$ cat config.mk
export PLATFORM = sky130hd
export DESIGN_NAME = mtg_ctrl
export DESIGN_NICKNAME = d
export VERILOG_FILES = /design/src/rtl/mtg_pkg.sv /design/src/rtl/mtg_ctrl.sv
export SDC_FILE = /design/constraint.sdc
export NUM_CORES = 1
export LEC_CHECK = 0
export BUFFER_PORTS_ARGS = -buffer_cell sky130_fd_sc_hd__buf_2
export CAP_MARGIN = 20
export CORE_AREA = 4 4 41 43
export CTS_CLUSTER_DIAMETER = 120
export DETAILED_ROUTE_END_ITERATION = 8
export DIE_AREA = 0 0 45 47
export PLACE_DENSITY = 0.65
export SYNTH_ARGS = -nofsm -noshare
export SYNTH_HDL_FRONTEND = slang
export SYNTH_SLANG_ARGS = --single-unit
$ cat constraint.sdc
create_clock -name clk -period 1.8 [get_ports clk]
set_input_delay 0.36 -clock clk [delete_from_list [all_inputs] [get_ports clk]]
set_output_delay 0.36 -clock clk [all_outputs]
set_load 0.05 [all_outputs]
$ cat src/rtl/mtg_pkg.sv
// Package for the MT19937 word generator: table geometry, recurrence and
// tempering constants, payload structs, controller states and command types.
// Depends on nothing; every other file of the block imports it.
package mtg_pkg;

	localparam int TABLE_WORDS         = 624;
	localparam int TWIST_OFFSET        = 397;
	localparam int WARMUP_DISCARDS_DEF = 10000;
	localparam int ADDR_W              = $clog2(TABLE_WORDS);
	localparam int POS_W               = $clog2(TABLE_WORDS + 1);

	localparam logic [31:0] INIT_MULT = 32'd1812433253;
	localparam logic [31:0] MATRIX_A  = 32'h9908_B0DF;
	localparam logic [31:0] TEMPER_B  = 32'h9D2C_5680;
	localparam logic [31:0] TEMPER_C  = 32'hEFC6_0000;

	localparam logic REQ_DRAW = 1'b0;
	localparam logic REQ_SEED = 1'b1;

	localparam logic STATUS_OK         = 1'b0;
	localparam logic STATUS_NOT_SEEDED = 1'b1;

	typedef struct packed {
		logic        req_type;
		logic [31:0] seed_value;
	} mtg_req_t;

	typedef struct packed {
		logic [31:0] random_word;
		logic        status;
	} mtg_rsp_t;

	typedef enum logic [3:0] {
		ST_IDLE,
		ST_SEED_MUL,
		ST_SEED_WR,
		ST_WARM,
		ST_TW_INIT,
		ST_TW_RD,
		ST_TW_WR,
		ST_DRAW_RD,
		ST_DRAW_OUT,
		ST_ACK,
		ST_REFUSE
	} mtg_state_t;

	typedef enum logic [1:0] {
		OUT_WORD,
		OUT_ACK,
		OUT_REFUSE
	} mtg_out_sel_t;

	typedef struct packed {
		logic         idle;
		logic         seed_load;
		logic         seed_mul;
		logic         seed_wr;
		logic         warm_step;
		logic         tw_init;
		logic         tw_rd;
		logic         tw_wr;
		logic         draw_rd;
		logic         draw_hold;
		logic         out_load;
		mtg_out_sel_t out_sel;
		logic         set_seeded;
	} mtg_cmd_t;

	typedef struct packed {
		logic seeded;
		logic pos_end;
		logic k_last;
		logic disc_done;
		logic out_free;
	} mtg_sts_t;

endpackage

$ cat src/rtl/mtg_ctrl.sv
// Controller state machine of the MT19937 generator: sequences seeding,
// warm-up, table twists and draws. Depends on mtg_pkg.
module mtg_ctrl (
	input  logic              clk,
	input  logic              arst_n,
	input  logic              req_valid,
	input  logic              req_type,
	input  mtg_pkg::mtg_sts_t sts,
	output mtg_pkg::mtg_cmd_t cmd
);
	import mtg_pkg::*;

	mtg_state_t state_q, state_d;
	logic       ret_draw_q;

	always_ff @(posedge clk or negedge arst_n) begin
		if (!arst_n) begin
			state_q    <= ST_IDLE;
			ret_draw_q <= 1'b0;
		end else begin
			state_q <= state_d;
			if (state_q == ST_IDLE && req_valid) begin
				ret_draw_q <= (req_type == REQ_DRAW);
			end
		end
	end

	always_comb begin
		state_d = state_q;
		case (state_q)
			ST_IDLE: begin
				if (req_valid) begin
					if (req_type == REQ_SEED) begin
						state_d = ST_SEED_MUL;
					end else if (!sts.seeded) begin
						state_d = ST_REFUSE;
					end else if (sts.pos_end) begin
						state_d = ST_TW_INIT;
					end else begin
						state_d = ST_DRAW_RD;
					end
				end
			end
			ST_SEED_MUL: state_d = ST_SEED_WR;
			ST_SEED_WR: begin
				state_d = sts.k_last ? ST_WARM : ST_SEED_MUL;
			end
			ST_WARM: begin
				if (sts.disc_done) begin
					state_d = ST_ACK;
				end else if (sts.pos_end) begin
					state_d = ST_TW_INIT;
				end
			end
			ST_TW_INIT: state_d = ST_TW_RD;
			ST_TW_RD:   state_d = ST_TW_WR;
			ST_TW_WR: begin
				if (sts.k_last) begin
					state_d = ret_draw_q ? ST_DRAW_RD : ST_WARM;
				end else begin
					state_d = ST_TW_RD;
				end
			end
			ST_DRAW_RD: state_d = ST_DRAW_OUT;
			ST_DRAW_OUT, ST_ACK, ST_REFUSE: begin
				if (sts.out_free) begin
					state_d = ST_IDLE;
				end
			end
			default: state_d = ST_IDLE;
		endcase
	end

	always_comb begin
		cmd = '0;
		case (state_q)
			ST_IDLE: begin
				cmd.idle      = 1'b1;
				cmd.seed_load = req_valid && (req_type == REQ_SEED);
			end
			ST_SEED_MUL: cmd.seed_mul = 1'b1;
			ST_SEED_WR:  cmd.seed_wr  = 1'b1;
			ST_WARM:     cmd.warm_step = !sts.disc_done && !sts.pos_end;
			ST_TW_INIT:  cmd.tw_init  = 1'b1;
			ST_TW_RD:    cmd.tw_rd    = 1'b1;
			ST_TW_WR:    cmd.tw_wr    = 1'b1;
			ST_DRAW_RD:  cmd.draw_rd  = 1'b1;
			ST_DRAW_OUT: begin
				// The word read for this draw must survive a stalled result register.
				cmd.draw_hold = 1'b1;
				cmd.out_load  = sts.out_free;
				cmd.out_sel   = OUT_WORD;
			end
			ST_ACK: begin
				cmd.out_load   = sts.out_free;
				cmd.out_sel    = OUT_ACK;
				cmd.set_seeded = sts.out_free;
			end
			ST_REFUSE: begin
				cmd.out_load = sts.out_free;
				cmd.out_sel  = OUT_REFUSE;
			end
			default: cmd = '0;
		endcase
	end

endmodule

==> impl_metrics.env, run 1 <==
export IMPL_status="finished, violations left"
export IMPL_violations="setup timing"
export IMPL_die_w_um=45
export IMPL_nFillCells=118
export IMPL_cp_required_ps=1440
export IMPL_die_area_um2=2115
export IMPL_synth_area_mux_share=0
export IMPL_avgSynthCellArea_um2=7.447
export IMPL_critPathMaxFanout=3
export IMPL_synth_seq_area_share=0.2710
export IMPL_placed_area_um2=670.6
export IMPL_syn_inst=62
export IMPL_drive_gt1_frac=0.6064
export IMPL_drcViolationCount=0
export IMPL_area_growth_pct=75.34
export IMPL_post_drt_wl_per_cell_um=13.60
export IMPL_synth_compound_area_frac=0.2141
export IMPL_drtAntennaViolNets=0
export IMPL_yosys_area_share_simple=0.4472
export IMPL_final_setup_tns_ps=-259.4
export IMPL_slew_viol_final=0
export IMPL_finalWeightedCongestion=0.7577
export IMPL_routed_wl_um=1482
export IMPL_rsz0062_at_grt="true"
export IMPL_yosys_register_bits=5
export IMPL_syn_cell_area_um2=461.7
export IMPL_clkTransAtPathRegs_ps=50
export IMPL_synthXorXnorAreaFrac=0
export IMPL_grt_overflow=0
export IMPL_core_area_um2=1301
export IMPL_clockBufferDepth=2
export IMPL_cp_data_arrival_time_ps=1560
export IMPL_hold_viol=0
export IMPL_min_period_ps=1921
export IMPL_ir_drop_v=0.001088
export IMPL_finalPower_w=0.001334
export IMPL_synth_cell_types=29
export IMPL_drtIter0Drc=7
export IMPL_r2r_start="state_q[0]"
export IMPL_grt_pass1_vias=543
export IMPL_powerDensity_nw_per_um2=1648
export IMPL_setup_violations=3
export IMPL_min_delay_start="req_type"
export IMPL_final_area_um2=809.5
export IMPL_synth_fa_ha_area_frac=0
export IMPL_h_tree_depth=1
export IMPL_start_util=0.3548
export IMPL_startpoint="state_q[0]"
export IMPL_synth_nets=71
export IMPL_clock_sinks=5
export IMPL_dp_hpwl_um=1094
export IMPL_grt_antenna_before_repair=0
export IMPL_placedCellCount=104
export IMPL_final_cells=109
export IMPL_diodes=0
export IMPL_viasPerCell=5.092
export IMPL_firstDrtPassIters=4
export IMPL_grt_usage=0.1441
export IMPL_grt_max_degree=14
export IMPL_seq_area_um2=125.1
export IMPL_fin_nets=104
export IMPL_min_period_over_period=1.067
export IMPL_layout_setup_ws_ps=-121.2
export IMPL_clock_skew_ps=8.126
export IMPL_cp_start_kind="flop"
export IMPL_insertion_delay_ps=240
export IMPL_fmax_mhz=520.5
export IMPL_grt_pass1_wl_um=2214
export IMPL_final_cell_mix="buf_4 (13), buf_2 (9), nor2_2 (7), buf_6 (7), nand2_1 (6)"
export IMPL_cts_buffers=3
export IMPL_max_slew_worst_pin_slew_ps=328.5
export IMPL_leakage_nw=0.3663
export IMPL_die_h_um=47
export IMPL_io_pins=23
export IMPL_rows=13
export IMPL_cts_root_buf="clkbuf_4"
export IMPL_crit_type="reg2out"
export IMPL_cts_tree="done"
export IMPL_mostFrequentLayoutCell="buf_4"
export IMPL_synth_warning_count=0
export IMPL_multi_input_area_um2=377.9
export IMPL_relSlewSlack=0.7779
export IMPL_synth_top_family_by_area="simple AND/OR/NAND/NOR gates"
export IMPL_max_cap_viol_count=0
export IMPL_place_ws_ps=26.12
export IMPL_via_count=555
export IMPL_hp_class="in2reg"
export IMPL_port_buffers=22
export IMPL_cp_end_kind="output port"
final timing paths:
check / to / slack (ps) / cells after the start
min in group asynchronous: state_q[1] / 460 / 2
hold / removal: ret_draw_q / 380 / 2
max in group asynchronous: state_q[3] / 1200 / 2
setup / recovery: cmd[12] / -120 / 4
setup reg to reg: state_q[3] / 100 / 4
hold reg to reg: ret_draw_q / 490 / 2
cell type report:
class / count / share of cell area
Multi-Input combinational cell: 51 / 0.4668
Timing Repair Buffer: 32 / 0.3138
Sequential cell: 5 / 0.1546
Clock buffer: 4 / 0.03246
Tap cell: 15 / 0.02318
Inverter: 2 / 0.009274
cells in the mapped netlist (all sizes together):
master | instances | area (µm²)
nor2 | 10 | 37.54
nand2 | 6 | 22.52
dfrtp | 5 | 125.1
nor3 | 5 | 25.02
nand2b | 4 | 25.02
a21oi | 3 | 15.01
buf | 2 | 16.26
clkbuf | 2 | 7.510
inv | 2 | 7.510
nor2b | 2 | 12.51
o21ai | 2 | 10.01
o31ai | 2 | 15.01
o32ai | 2 | 25.03
or2b | 2 | 15.01
or4 | 2 | 18.77
a211oi | 1 | 7.510
a21boi | 1 | 7.510
and2 | 1 | 7.510
and3 | 1 | 6.260
nand3b | 1 | 7.510
nor3b | 1 | 7.510
nor4 | 1 | 6.260
nor4b | 1 | 8.760
o32a | 1 | 10.01
o41ai | 1 | 8.760
or2 | 1 | 6.260
flip-flops by register name, indices dropped and copies added, names as in the netlist:
signal,flops
state_q,4
ret_draw_q,1
power by group:
group          leakage [nW]  switching [W]  internal (W)
registers            0.0634      0.0000332      0.000161
clock network        0.0150      0.0000455     0.0000837
logic                 0.288       0.000623      0.000387
worst max-delay path: stages, from the launching register on:
cell and delay, ps:
dfrtp_1 370, or4_4 540, inv_2 80, and3_4 180
buf_8 140
stage by stage:
step / hold slack (ps) / util
floorplan: 64.41 / -
global placement: 173.9 / 0.5154
detailed placement: 177.0 / 0.5154
CTS: 373.2 / 0.5760
global route: 385.9 / 0.6221
finish: 379.2 / 0.6221
what timing repair did:
item	CTS	global route
buffers inserted	0	0
gates cloned	0	0
resized for setup	16	18
endpoints found under the hold margin	5	0
hold buffers	1	0
setup endpoints to repair	12	16
pin swaps	1	0
metal layers:
layer / routed length [µm] / global-route usage
met1: 636 / 0.1808
met2: 788 / 0.2316
met3: 57 / 0.03448
met4: 0 / 0.07018
met5: 0 / 0
cell families after synthesis:
family	Yosys count
compound gates	13
buf+inv	6
flops	5
simple gates	38
(Power assumes the default switching activity.)
==> run 2, diff against run 1 <==
PLACE_DENSITY = 0.68   (was 0.65)
clock period = 1.6 ns   (was 1.8 ns; I/O delays follow)
==> impl_metrics.env, run 2 (same netlist as run 1, synthesis figures left out) <==
export IMPL_status="finished, violations left"
export IMPL_violations="setup timing"
export IMPL_die_w_um=45
export IMPL_insertion_delay_ps=260
export IMPL_drcViolationCount=0
export IMPL_reg_largest_list="state_q: 4 flops, ret_draw_q: 1 flops"
export IMPL_relSlewSlack=0.7357
export IMPL_max_cap_viol_count=0
export IMPL_cts_tree="done"
export IMPL_max_slew_worst_pin_slew_ps=395.6
export IMPL_largest_register_ffs=4
export IMPL_clock_sinks=5
export IMPL_slew_viol_final=0
export IMPL_area_growth_pct=164.5
export IMPL_hold_viol=0
export IMPL_drtAntennaViolNets=0
export IMPL_place_ws_ps=-144.6
export IMPL_firstDrtPassIters=4
export IMPL_diodes=0
export IMPL_ir_drop_v=0.001684
export IMPL_powerDensity_nw_per_um2=2050
export IMPL_hp_class="in2reg"
export IMPL_min_delay_start="req_type"
export IMPL_cp_data_arrival_time_ps=1670
export IMPL_start_util=0.3548
export IMPL_fin_nets=127
export IMPL_grt_pass1_wl_um=3284
export IMPL_die_area_um2=2115
export IMPL_top_register="state_q"
export IMPL_holdPathEnd="ret_draw_q"
export IMPL_utilization=0.9385
export IMPL_rsz0062_at_grt="true"
export IMPL_grt_antenna_before_repair=0
export IMPL_cp_start_kind="flop"
export IMPL_io_pins=23
export IMPL_clock_skew_ps=12.63
export IMPL_crit_type="reg2out"
export IMPL_cts_root_buf="clkbuf_4"
export IMPL_whs_path_depth=2
export IMPL_routed_wl_um=2885
export IMPL_grt_pass1_vias=703
export IMPL_final_cell_mix="buf_4 (20), buf_6 (18), buf_2 (8), buf_8 (8), nor2_4 (7)"
export IMPL_final_area_um2=1221
export IMPL_clkTransAtPathRegs_ps=60
export IMPL_setup_violations=18
export IMPL_r2r_cells=5
export IMPL_drive_gt1_frac=0.7521
export IMPL_core_area_um2=1301
export IMPL_placed_area_um2=709.4
export IMPL_cts_buffers=3
export IMPL_fmax_mhz=503.6
export IMPL_cp_end_kind="output port"
export IMPL_via_count=774
export IMPL_h_tree_depth=1
export IMPL_r2r_end="state_q[3]"
export IMPL_post_drt_wl_per_cell_um=21.86
export IMPL_port_buffers=22
export IMPL_viasPerCell=5.864
export IMPL_grt_usage=0.2195
export IMPL_layout_setup_ws_ps=-385.8
export IMPL_clockBufferDepth=2
export IMPL_grt_overflow=0
export IMPL_dp_hpwl_um=1119
export IMPL_drtIter0Drc=39
export IMPL_regToRegSetupSlack_ps=-300
export IMPL_die_h_um=47
export IMPL_min_period_over_period=1.241
export IMPL_rows=13
export IMPL_whs_ps=337.4
export IMPL_grt_max_degree=14
export IMPL_min_period_ps=1986
export IMPL_cp_required_ps=1280
export IMPL_leakage_nw=0.5223
export IMPL_finalWeightedCongestion=0.8413
export IMPL_mostFrequentLayoutCell="buf_4"
export IMPL_finalPower_w=0.002504
export IMPL_critPathMaxFanout=2
export IMPL_r2r_start="state_q[1]"
run 2: where the power goes:
part           switching (W)  leakage (nW)  internal (W)
Clock              0.0000661        0.0150     0.0000953
Combinational        0.00114         0.444      0.000987
Sequential         0.0000392        0.0634      0.000181
Total                0.00124         0.522       0.00126
run 2: stage by stage:
| step | std cells | TNS [ps] |
|---|---|---|
| floorplan | 62 | -1644 |
| global placement | 105 | -309.4 |
| detailed placement | 105 | -358.4 |
| CTS | 121 | -1944 |
| global route | 132 | -4513 |
| finish | 132 | -3867 |
run 2: repair_timing:
action | CTS | global route
hold buffers | 1 | 0
resized for setup | 54 | 29
endpoints found under the setup margin | 18 | 18
setup buffers | 11 | 14
pin swaps | 6 | 6
endpoints found under the hold margin | 5 | 0
run 2: worst max-delay path, stage by stage, from the launching register on:
cell	delay, ps
dfrtp_1	390
or4_4	580
clkinvlp_4	110
and3_4	190
buf_8	140
run 2: routing by layer:
layer  share of wire  vias up  GRT usage
met5               0        -          0
met4           0.054        0    0.07602
met3           0.064       16    0.05747
met2            0.50       53     0.3503
met1            0.38      370     0.2867
li1                -      335          -
run 2: final cells by class:
type	instances	area [µm²]
multi-input cells	51	516.7
well taps	15	18.77
flip-flops and latches	5	125.1
clock buffers	4	26.28
inverters	2	11.26
repair buffers	55	523.0
fillers	42	80.08
run 2: worst max-delay path by stage:
stage | startpoint | cells after the start | endpoint | slack, ps
floorplan | state_q[3] | 4 | cmd[0] | -320
global placement | state_q[1] | 4 | cmd[12] | -120
detailed placement | state_q[1] | 4 | cmd[12] | -140
CTS | state_q[1] | 4 | cmd[12] | -310
global route | state_q[1] | 4 | cmd[12] | -410
finish | state_q[1] | 4 | cmd[12] | -390
==> run 3, diff against run 2 <==
REMOVE_ABC_BUFFERS = 1   (was unset)
==> impl_metrics.env, run 3 (same netlist as run 1, synthesis figures left out) <==
export IMPL_largest_register_ffs=4
export IMPL_powerDensity_nw_per_um2=1957
export IMPL_via_count=680
export IMPL_max_slew_worst_pin_slew_ps=255.5
export IMPL_clock_skew_ps=7.396
export IMPL_diodes=0
export IMPL_mostFrequentLayoutCell="buf_4"
export IMPL_whs_path_depth=2
export IMPL_placed_area_um2=641.9
export IMPL_cts_buffers=3
export IMPL_final_cells=123
export IMPL_cts_root_buf="clkbuf_4"
export IMPL_grt_overflow=0
export IMPL_clkTransAtPathRegs_ps=50
export IMPL_leakage_nw=0.4653
export IMPL_min_period_ps=1927
export IMPL_place_ws_ps=-93.68
export IMPL_critPathMaxFanout=2
export IMPL_hold_viol=0
export IMPL_min_period_over_period=1.204
export IMPL_slew_viol_final=0
export IMPL_relSlewSlack=0.8274
export IMPL_r2r_end="state_q[3]"
export IMPL_drcViolationCount=0
export IMPL_nFillCells=86
export IMPL_max_cap_viol_count=0
export IMPL_final_area_um2=1055
export IMPL_grt_pass1_vias=614
export IMPL_h_tree_depth=1
export IMPL_core_area_um2=1301
export IMPL_fin_nets=118
export IMPL_status="finished, violations left"
export IMPL_firstDrtPassIters=4
export IMPL_rows=13
export IMPL_die_area_um2=2115
export IMPL_clockBufferDepth=2
export IMPL_grt_pass1_wl_um=2725
export IMPL_cp_data_arrival_time_ps=1610
export IMPL_grt_antenna_before_repair=0
export IMPL_r2r_start="state_q[0]"
export IMPL_area_growth_pct=128.5
export IMPL_rsz0062_at_grt="true"
export IMPL_insertion_delay_ps=260
export IMPL_fmax_mhz=519.0
export IMPL_finalWeightedCongestion=0.8965
export IMPL_min_delay_start="req_type"
export IMPL_violations="setup timing"
export IMPL_reg_largest_list="state_q: 4 flops, ret_draw_q: 1 flops"
export IMPL_die_w_um=45
export IMPL_placedCellCount=105
export IMPL_io_pins=23
export IMPL_top_register="state_q"
export IMPL_setup_violations=18
export IMPL_cp_end_kind="output port"
export IMPL_dp_hpwl_um=1094
export IMPL_start_util=0.3548
export IMPL_startpoint="state_q[0]"
export IMPL_hp_class="in2reg"
export IMPL_viasPerCell=5.528
export IMPL_cts_tree="done"
export IMPL_port_buffers=22
export IMPL_grt_max_degree=11
export IMPL_grt_usage=0.1768
export IMPL_die_h_um=47
export IMPL_ir_drop_v=0.001670
export IMPL_post_drt_wl_per_cell_um=15.93
export IMPL_crit_type="reg2out"
export IMPL_cp_required_ps=1280
export IMPL_layout_setup_ws_ps=-327.0
export IMPL_final_cell_mix="buf_4 (17), buf_6 (15), buf_2 (8)"
export IMPL_regToRegSetupSlack_ps=-290
export IMPL_routed_wl_um=1960
export IMPL_drive_gt1_frac=0.6852
export IMPL_clock_sinks=5
export IMPL_r2r_cells=5
export IMPL_drtIter0Drc=15
export IMPL_drtAntennaViolNets=0
export IMPL_holdPathEnd="ret_draw_q"
export IMPL_utilization=0.8106
export IMPL_cp_start_kind="flop"
[run 3: where the power goes]
| part | internal, W | switching, W | leakage [nW] |
|---|---|---|---|
| clock network | 0.0000953 | 0.0000681 | 0.0150 |
| registers | 0.000181 | 0.0000427 | 0.0634 |
| logic | 0.000782 | 0.000895 | 0.387 |
| total | 0.00106 | 0.00101 | 0.465 |
[run 3: worst max path at each step]
stage                       endpoint  slack [ps]  cells after the start
after floorplan           state_q[3]        -630                      4
after global placement    state_q[3]         -80                      4
after detailed placement     cmd[12]         -90                      4
after CTS                    cmd[12]        -300                      4
after global routing         cmd[12]        -330                      4
final                        cmd[12]        -330                      4
[run 3: metrics by stage]
stage / power, W / TNS, ps / hold slack, ps
final: 0.002064 / -3178 / 333.0
after global routing: 0.002152 / -3727 / 372.2
after CTS: 0.001701 / -1957 / 324.1
after detailed placement: 0.001191 / -266.7 / 142.5
after global placement: 0.001192 / -220.9 / 135.5
after floorplan: 0.0008718 / -6146 / 24.41
[run 3: repair_timing]
action	CTS	global route
resized for setup	49	25
setup buffers	7	6
setup endpoints to repair	16	18
endpoints found under the hold margin	5	0
hold buffers	1	0
pin swaps	4	7
[run 3: cell type report]
cell class | count | area, µm² | share of cell area
Clock buffer | 4 | 26.28 | 0.02491
Inverter | 2 | 7.507 | 0.007117
Multi-Input combinational cell | 51 | 455.4 | 0.4318
Sequential cell | 5 | 125.1 | 0.1186
Tap cell | 15 | 18.77 | 0.01779
Timing Repair Buffer | 46 | 421.7 | 0.3998
[run 3: metal layers]
metal  GRT usage  wire length (µm)  up-vias
met2      0.2966              1036       32
li1            -                 -      320
met3    0.003831               132        3
met1      0.2345               764      325
met5           0                 0        -
met4     0.08772                26        0
[run 3: worst max-delay path: stages, from the launching register on]
cell,delay [ps]
dfrtp_1,390
or4_4,550
inv_2,70
and3_4,180
buf_8,140
